==> src/sv/psd3_pkg.sv <==
// ----------------------------------------------------------------------------
// patch squared distance package
// field widths, register codes, defaults and shared types
// ----------------------------------------------------------------------------
package psd3_pkg;

  localparam int unsigned CFG_W      = 15;
  localparam int unsigned NTP_W      = 3;
  localparam int unsigned RAD_W      = 3;
  localparam int unsigned IDX_W      = 3;
  localparam int unsigned ADDR_W     = 16;
  localparam int unsigned SAMPLE_W   = 12;
  localparam int unsigned LOC_W      = 14;
  localparam int unsigned DIST_W     = 36;

  localparam int unsigned DEF_MAX_VOXELS       = 16384;
  localparam int unsigned DEF_MAX_TIMEPOINTS   = 4;
  localparam int unsigned DEF_MAX_PATCH_RADIUS = 4;
  localparam int unsigned DEF_SAMPLE_BITS      = 12;

  localparam logic [CFG_W-1:0] RST_X_SIZE      = CFG_W'(32);
  localparam logic [CFG_W-1:0] RST_Y_SIZE      = CFG_W'(32);
  localparam logic [CFG_W-1:0] RST_VOXEL_COUNT = CFG_W'(16384);
  localparam logic [NTP_W-1:0] RST_NUM_TP      = NTP_W'(1);
  localparam logic [RAD_W-1:0] RST_RADIUS      = RAD_W'(4);

  typedef enum logic [IDX_W-1:0] {
    REG_X_SIZE      = 3'd0,
    REG_Y_SIZE      = 3'd1,
    REG_VOXEL_COUNT = 3'd2,
    REG_NUM_TP      = 3'd3,
    REG_RADIUS      = 3'd4
  } psd3_reg_e;

  typedef enum logic {
    OP_WRITE = 1'b0,
    OP_QUERY = 1'b1
  } psd3_op_e;

  typedef struct packed {
    logic [CFG_W-1:0] x_size;
    logic [CFG_W-1:0] y_size;
    logic [CFG_W-1:0] voxel_count;
    logic [NTP_W-1:0] num_timepoints;
    logic [RAD_W-1:0] patch_radius;
  } psd3_cfg_t;

  typedef struct packed {
    logic issue;
    logic done;
  } psd3_walk_t;

endpackage

==> src/sv/psd3_walk.sv <==
// ----------------------------------------------------------------------------
// patch offset walker
// steps through the cubic patch offsets and timepoints, issuing sample
// address pairs for both patch centres, at most one pair per cycle
// ----------------------------------------------------------------------------
module psd3_walk #(
  parameter int unsigned MAX_VOXELS       = psd3_pkg::DEF_MAX_VOXELS,
  parameter int unsigned MAX_TIMEPOINTS   = psd3_pkg::DEF_MAX_TIMEPOINTS,
  parameter int unsigned MAX_PATCH_RADIUS = psd3_pkg::DEF_MAX_PATCH_RADIUS,
  localparam int unsigned AW = $clog2(MAX_VOXELS * MAX_TIMEPOINTS)
) (
  input  logic                         clk_i,
  input  logic                         rst_ni,
  input  logic                         start_i,
  input  logic [psd3_pkg::LOC_W-1:0]   loc_a_i,
  input  logic [psd3_pkg::LOC_W-1:0]   loc_b_i,
  input  psd3_pkg::psd3_cfg_t          cfg_i,
  output psd3_pkg::psd3_walk_t         ctl_o,
  output logic [AW-1:0]                addr_a_o,
  output logic [AW-1:0]                addr_b_o
);

  localparam int unsigned CW    = psd3_pkg::CFG_W;
  localparam int unsigned RW    = $clog2(MAX_PATCH_RADIUS + 1);
  localparam int unsigned CNT_W = RW + 1;
  localparam int unsigned TP_W  = $clog2(MAX_TIMEPOINTS + 1);
  localparam int unsigned NV_W  = $clog2(MAX_VOXELS + 1);
  localparam int unsigned OFF_W = 2 * CW + RW + 2;

  typedef enum logic [2:0] {
    W_IDLE,
    W_XY,
    W_RX,
    W_INIT,
    W_WALK
  } walk_state_e;

  walk_state_e state_q;

  logic [psd3_pkg::LOC_W-1:0] la_q, lb_q;
  logic [2*CW-1:0]            xy_q;
  logic [CW+RW-1:0]           rx_q;
  logic [2*CW+RW-1:0]         rxy_q;
  logic signed [OFF_W-1:0]    s_q, row_q, slice_q;
  logic [CNT_W-1:0]           cx_q, cy_q, cz_q;
  logic [TP_W-1:0]            tp_q;
  logic [AW-1:0]              pa_q, pb_q;

  logic [RW-1:0]           r;
  logic [CNT_W-1:0]        r2;
  logic [TP_W-1:0]         ntp;
  logic [NV_W-1:0]         nv;
  logic signed [OFF_W:0]   ia_a, ia_b;
  logic                    in_a, in_b, first, pair_ok, last_tp, step, last_off;
  logic signed [OFF_W-1:0] s_init, row_next, slice_next;

  always_comb begin
    r = (32'(cfg_i.patch_radius) > MAX_PATCH_RADIUS) ? RW'(MAX_PATCH_RADIUS)
                                                       : RW'(cfg_i.patch_radius);
    r2  = CNT_W'(r) + CNT_W'(r);
    ntp = (32'(cfg_i.num_timepoints) > MAX_TIMEPOINTS) ? TP_W'(MAX_TIMEPOINTS)
                                                         : TP_W'(cfg_i.num_timepoints);
    nv  = (32'(cfg_i.voxel_count) > MAX_VOXELS) ? NV_W'(MAX_VOXELS)
                                                  : NV_W'(cfg_i.voxel_count);

    ia_a = (OFF_W+1)'(signed'({1'b0, la_q})) + (OFF_W+1)'(s_q);
    ia_b = (OFF_W+1)'(signed'({1'b0, lb_q})) + (OFF_W+1)'(s_q);
    in_a = !ia_a[OFF_W] && (ia_a[OFF_W-1:0] < OFF_W'(nv));
    in_b = !ia_b[OFF_W] && (ia_b[OFF_W-1:0] < OFF_W'(nv));

    first    = (tp_q == '0);
    pair_ok  = in_a && in_b && (ntp != '0);
    last_tp  = (TP_W'(tp_q + 1'b1) == ntp);
    step     = (state_q == W_WALK) && ((first && !pair_ok) || last_tp);
    last_off = (cx_q == r2) && (cy_q == r2) && (cz_q == r2);

    s_init     = OFF_W'(0) - OFF_W'(r) - OFF_W'(rx_q) - OFF_W'(rxy_q);
    row_next   = row_q + OFF_W'(cfg_i.x_size);
    slice_next = slice_q + OFF_W'(xy_q);

    ctl_o.issue = (state_q == W_WALK) && (first ? pair_ok : 1'b1);
    ctl_o.done  = step && last_off;
    addr_a_o    = first ? ia_a[AW-1:0] : pa_q;
    addr_b_o    = first ? ia_b[AW-1:0] : pb_q;
  end

  always_ff @(posedge clk_i or negedge rst_ni) begin
    if (!rst_ni) begin
      state_q <= W_IDLE;
      cx_q    <= '0;
      cy_q    <= '0;
      cz_q    <= '0;
      tp_q    <= '0;
    end else begin
      unique case (state_q)
        W_IDLE: begin
          if (start_i) begin
            state_q <= W_XY;
          end
        end
        W_XY: begin
          state_q <= W_RX;
        end
        W_RX: begin
          state_q <= W_INIT;
        end
        W_INIT: begin
          state_q <= W_WALK;
          cx_q    <= '0;
          cy_q    <= '0;
          cz_q    <= '0;
          tp_q    <= '0;
        end
        W_WALK: begin
          if (step) begin
            tp_q <= '0;
            if (last_off) begin
              state_q <= W_IDLE;
            end else if (cx_q != r2) begin
              cx_q <= cx_q + 1'b1;
            end else if (cy_q != r2) begin
              cx_q <= '0;
              cy_q <= cy_q + 1'b1;
            end else begin
              cx_q <= '0;
              cy_q <= '0;
              cz_q <= cz_q + 1'b1;
            end
          end else begin
            tp_q <= tp_q + 1'b1;
          end
        end
        default: begin
          state_q <= W_IDLE;
        end
      endcase
    end
  end

  // offsets and addresses
  always_ff @(posedge clk_i) begin
    if (state_q == W_IDLE && start_i) begin
      la_q <= loc_a_i;
      lb_q <= loc_b_i;
    end
    if (state_q == W_XY) begin
      xy_q <= (2*CW)'(cfg_i.x_size) * (2*CW)'(cfg_i.y_size);
    end
    if (state_q == W_RX) begin
      rx_q  <= (CW+RW)'(r) * (CW+RW)'(cfg_i.x_size);
      rxy_q <= (2*CW+RW)'(r) * (2*CW+RW)'(xy_q);
    end
    if (state_q == W_INIT) begin
      s_q     <= s_init;
      row_q   <= s_init;
      slice_q <= s_init;
    end
    if (state_q == W_WALK) begin
      if (first) begin
        pa_q <= ia_a[AW-1:0] + AW'(nv);
        pb_q <= ia_b[AW-1:0] + AW'(nv);
      end else begin
        pa_q <= pa_q + AW'(nv);
        pb_q <= pb_q + AW'(nv);
      end
      if (step && !last_off) begin
        if (cx_q != r2) begin
          s_q <= s_q + OFF_W'(1);
        end else if (cy_q != r2) begin
          row_q <= row_next;
          s_q   <= row_next;
        end else begin
          slice_q <= slice_next;
          row_q   <= slice_next;
          s_q     <= slice_next;
        end
      end
    end
  end

endmodule

==> config.mk <==
export PLATFORM = sky130hd
export DESIGN_NAME = psd3_walk
export DESIGN_NICKNAME = d
export VERILOG_FILES = /design/src/sv/psd3_pkg.sv /design/src/sv/psd3_walk.sv
export SDC_FILE = /design/constraint.sdc
export NUM_CORES = 2
export LEC_CHECK = 0
export BUFFER_PORTS_ARGS = -buffer_cell sky130_fd_sc_hd__buf_2
export CORE_MARGIN = 1.5
export CORE_UTILIZATION = 50
export DETAILED_ROUTE_END_ITERATION = 8
export PLACE_DENSITY = 0.69
export SYNTH_ARGS = -nofsm -noshare
export SYNTH_HDL_FRONTEND = slang
export SYNTH_SLANG_ARGS = --single-unit
==> constraint.sdc <==
create_clock -name clk_i -period 11.21 [get_ports clk_i]
set_input_delay 2.8025 -clock clk_i [delete_from_list [all_inputs] [get_ports clk_i]]
set_output_delay 2.8025 -clock clk_i [all_outputs]
set_load 0.05 [all_outputs]
# Word level (Yosys, flattened, before mapping)
# Index checks and enable logic that the tools add are counted.
[classes]
reduce_logical = 25
mux = 42
magnitude_cmp = 5
multipliers = 3
n_eq_ne = 16
add_sub_neg = 17
[op_table]
columns = ["cell", "n"]
rows = [
  ["two-way mux 35 bit", 14],
  ["adder 15 x 35 -> 36 bit", 2],
  ["less-than comparator 35 x 15 -> 1 bit", 2],
  ["adder 16 x 15 -> 16 bit", 4],
  ["two-way mux 16 bit", 4],
  ["two-way mux 4 bit", 11],
  ["adder 35 x 15 -> 35 bit", 1],
  ["adder 35 x 2 -> 35 bit, second input constant", 1],
  ["adder 35 x 30 -> 35 bit", 1],
  ["subtractor 20 x 34 -> 35 bit", 1],
  ["multiplier 3 x 30 -> 33 bit", 1],
  ["multiplier 15 x 15 -> 30 bit", 1],
  ["one-hot mux 4 bit (2 select lines)", 3],
  ["subtractor 4 x 19 -> 20 bit", 1],
  ["multiplier 3 x 15 -> 18 bit", 1],
  ["two-way mux 3 bit", 6],
  ["greater-than comparator 15 bit, second input constant", 1],
  ["two-way mux 15 bit", 1],
  ["one-hot mux 3 bit (5 select lines)", 1],
  ["adder 4 x 1 -> 4 bit, second input constant", 3],
  ["equality test 4 bit", 3],
  ["logical AND 1 bit", 12],
  ["!= test 2 bit, second input constant", 6],
  ["!= test 4 bit", 2],
  ["other kinds (18)", 25],
]
[totals]
output_inout_bits = 34
elab_cells = 123
in_bits = 82
reg_bits = 264

# Longest topological paths before layout
[depth]
depth_word = 13
mapped_depth = 26
mapped_depth_nobuf = 25

# Least setup slack after synthesis
# No wires, ideal clock.
[synth_timing]
path_kind = "input to output"
from = "input port cfg_i[20] (netlist name)"
to = "output port ctl_o[1] (netlist name)"
path_slack_ns = 2.088
cell_stages = 14
required_time_ns = 8.408
t_arrival_ns = 6.319
n_path_buf = 1
cell_sequence = "inv_1 > clkbuf_1 > nand2_1 > ha_1 > a211oi_1 > nor2_1 > o21ai_0 > o221ai_1 > or4_1 > or4_1 > nor4_2 > nand4_1 > and2_1 > nor2_1"
[synth_lines]
columns = ["element", "line", "rtl"]
rows = [
  ["from (decl)", "psd3_walk.sv:17", "input psd3_pkg::psd3_cfg_t cfg_i,"],
  ["to (decl)", "psd3_walk.sv:18", "output psd3_pkg::psd3_walk_t ctl_o,"],
]

==> impl_metrics.ini <==
[floorplanning]
die_width_um = 254.4
initial_core_util_pct = 50.92
io_pins = 116
fp-row-count = 91
core_sq_um = 62050
die_area_sq_um = 64710
die_h_um = 254.4

[yosys]
syn_inst = 3792
syn_nets = 4438
synth-edff-count = 141
ys.flop_type = edfxtp_1
synthDistinctLibCells = 84
seq_area_frac_synth_pct = 21.48
synth_seq_cells = 264
syn_area_per_cell_sq_um = 8.332
yosys.area.top_type_share_pct = 14.83
synth.area.top_cells = fa_1, edfxtp_1, ha_1
syn_area_sq_um = 31600
synthArstFlopShare_pct = 6.818
yosys_warnings = 0
synth_area_leader_cell = fa_1

[cells_and_area]
seq_area_sq_um = 6787
fin_area_sq_um = 34030
final_cell_mix = nand2_1, inv_1, ha_1
final_common_cell = nand2_1
fillCellCount = 5804
layout.nets = 4467
diodes = 0
drive_gt1_share_pct = 6.292
area_growth_pct = 7.686
multi_input_area_sq_um = 22660

[sta]
skew_ns = 0.02069
fmax_mhz = 104.2
timing.final.setup_violations = 0
period_share_pct = 85.59
slew_violations = 0
worstMarginPinSlew_ns = 1.119
setup_tns_ns = 0
rsz0062_at_grt = no
whs_ns = 0.4837
layout_setup_ws_ns = 1.615
relSlewSlack_pct = 24.63
min_period_ns = 9.595
finalHoldViolCount = 0

[worst_setup_path]
critPathMaxFanout = 7
critPathLaunchType = register
critPathSlowestCell = o21ai_0
cp.arrival_ns = 6.79
crit_type = register to output port
crit_path_max_incr_delay_ns = 0.69
required_ns = 8.41
cp_common_cell = ha_1
cp-end-kind = output port
crit_path_cell_trace = ha_1 > fa_1 > a211oi_1 > o21ai_0 > a21oi_1 > o21a_1 > xnor2_1 > ha_1 > nand3_1 > o22ai_1 > a2111oi_0 > and4_1 > o2111ai_1 > or4_1 > nor4_2 > nand4_1 > and2_1 > nor2_1 > nor3_1 > buf_2

[routing]
vias = 27400
dr.pass1.iters = 7
drc = 0
drt_first_iter_violations = 2277
wl_per_cell_um = 19.30
routed_wl_um = 90380
ant_nets = 0
post_drt_via_cell_ratio = 5.851

[placed_design]
pre_cts_slack_ns = 1.829
hpwl_um = 70220
gp_congestion = 0.9800
port_buffers = 115
postPlaceCellArea_sq_um = 32910

[cts]
cts_num_sinks = 264
cts_resized = 0
clk_pin_slew_ns = 0.06
clk_latency_ns = 0.61
cts_root_buffer = clkbuf_16
numCtsBuffers = 31
clk_path_buf_depth = 3
post_cts_buffers = 0
postCtsHoldBufs = 0
htree_levels = 1
cts_tree = yes

[run_status]
status = complete, no violations

[grt]
antenna_found_initial = 2
grt_max_degree = 78
overflow = 0
grt_pass1_vias = 26500
grt_pass1_wl_um = 142700
track_usage_pct = 27.86

[hold_path]
hp-class = register to register

[run]
maxCapViolCount = 0
==> path summary, 6_finish.rpt <==
check / from / end / slack [ns] / cells after the start
max: s_q[0]$_DFF_P_ / ctl_o[0] / 1.62 / 20
min: slice_q[28]$_DFF_P_ / slice_q[28]$_DFF_P_ / 0.48 / 2
max reg2reg: s_q[0]$_DFF_P_ / slice_q[34]$_DFF_P_ / 3.95 / 20
min reg2reg: slice_q[28]$_DFF_P_ / slice_q[28]$_DFF_P_ / 0.48 / 2
max in group asynchronous: rst_ni / cy_q[0]$_DFFE_PN0P_ / 8.78 / 1
min in group asynchronous: rst_ni / cz_q[0]$_DFFE_PN0P_ / 2.13 / 1
==> worst max-delay path, delay by kind of cell (launching register included) <==
| family | cells | cell delay, ns |
|---|---|---|
| adders and majority gates | 3 | 0.89 |
| and+or+nand+nor | 8 | 1.88 |
| xor gates and xnor gates | 1 | 0.37 |
| DFF | 1 | 0.63 |
| buffers and inverters | 1 | 0.22 |
| AOI/OAI and AO/OA | 7 | 2.19 |
==> state kept, by name, summed over array words and instances (netlist names), 16 cells and up <==
register and count:
rxy_q 33, xy_q 30, s_q 35, pa_q 16, slice_q 35, rx_q 18, pb_q 16, row_q 35
==> area by class of cell <==
class,count,share of cell area [%]
multi-input cells,2947,66.60
flip-flops and latches,264,19.95
inverters,435,4.799
well taps,837,3.078
clock buffers,45,2.898
repair buffers,142,2.287
clock inverters,13,0.3898
==> per-layer routing <==
layer	routed length, um	vias to the layer above	share of wire (%)	GRT usage, %
met1	40050	13260	44	38.52
met3	5895	154	6.5	2.705
met2	42090	893	47	46.37
met5	0	-	0	0
li1	-	13100	-	-
met4	2347	0	2.6	7.789
==> cells by family (layout without fill, tap and decap cells) <==
group,count (synthesis),count (layout),share of synthesized area (%)
flops,264,264,21.48
simple gates,1275,1275,19.02
xor+xnor,227,227,6.292
fa+ha+maj,564,564,27.89
buf+inv,581,635,6.973
compound gates,845,845,17.19
mux,36,36,1.148
==> synth_stat cells, types with 30 or more instances <==
library cell,n
a211oi_1,48
a21o_1,69
a21oi_1,253
a31oi_1,53
and2_1,146
and3_1,37
clkbuf_1,120
dfxtp_1,105
edfxtp_1,141
fa_1,234
ha_1,330
inv_1,435
mux2i_1,34
nand2_1,542
nand3_1,65
nand4_1,33
nor2_1,231
nor3_1,64
o21a_1,36
o21ai_0,159
o21bai_1,30
xnor2_1,160
xor2_1,67
==> stage by stage <==
stage	util (%)	instances
finish	54.83	4683
global route	54.83	4683
CTS	54.83	4683
detailed placement	53.03	4625
global placement	53.03	4625
floorplan	-	3792
Power is not shown: default switching activity piles up to over one toggle a cycle in this logic, so the estimate is an artifact.
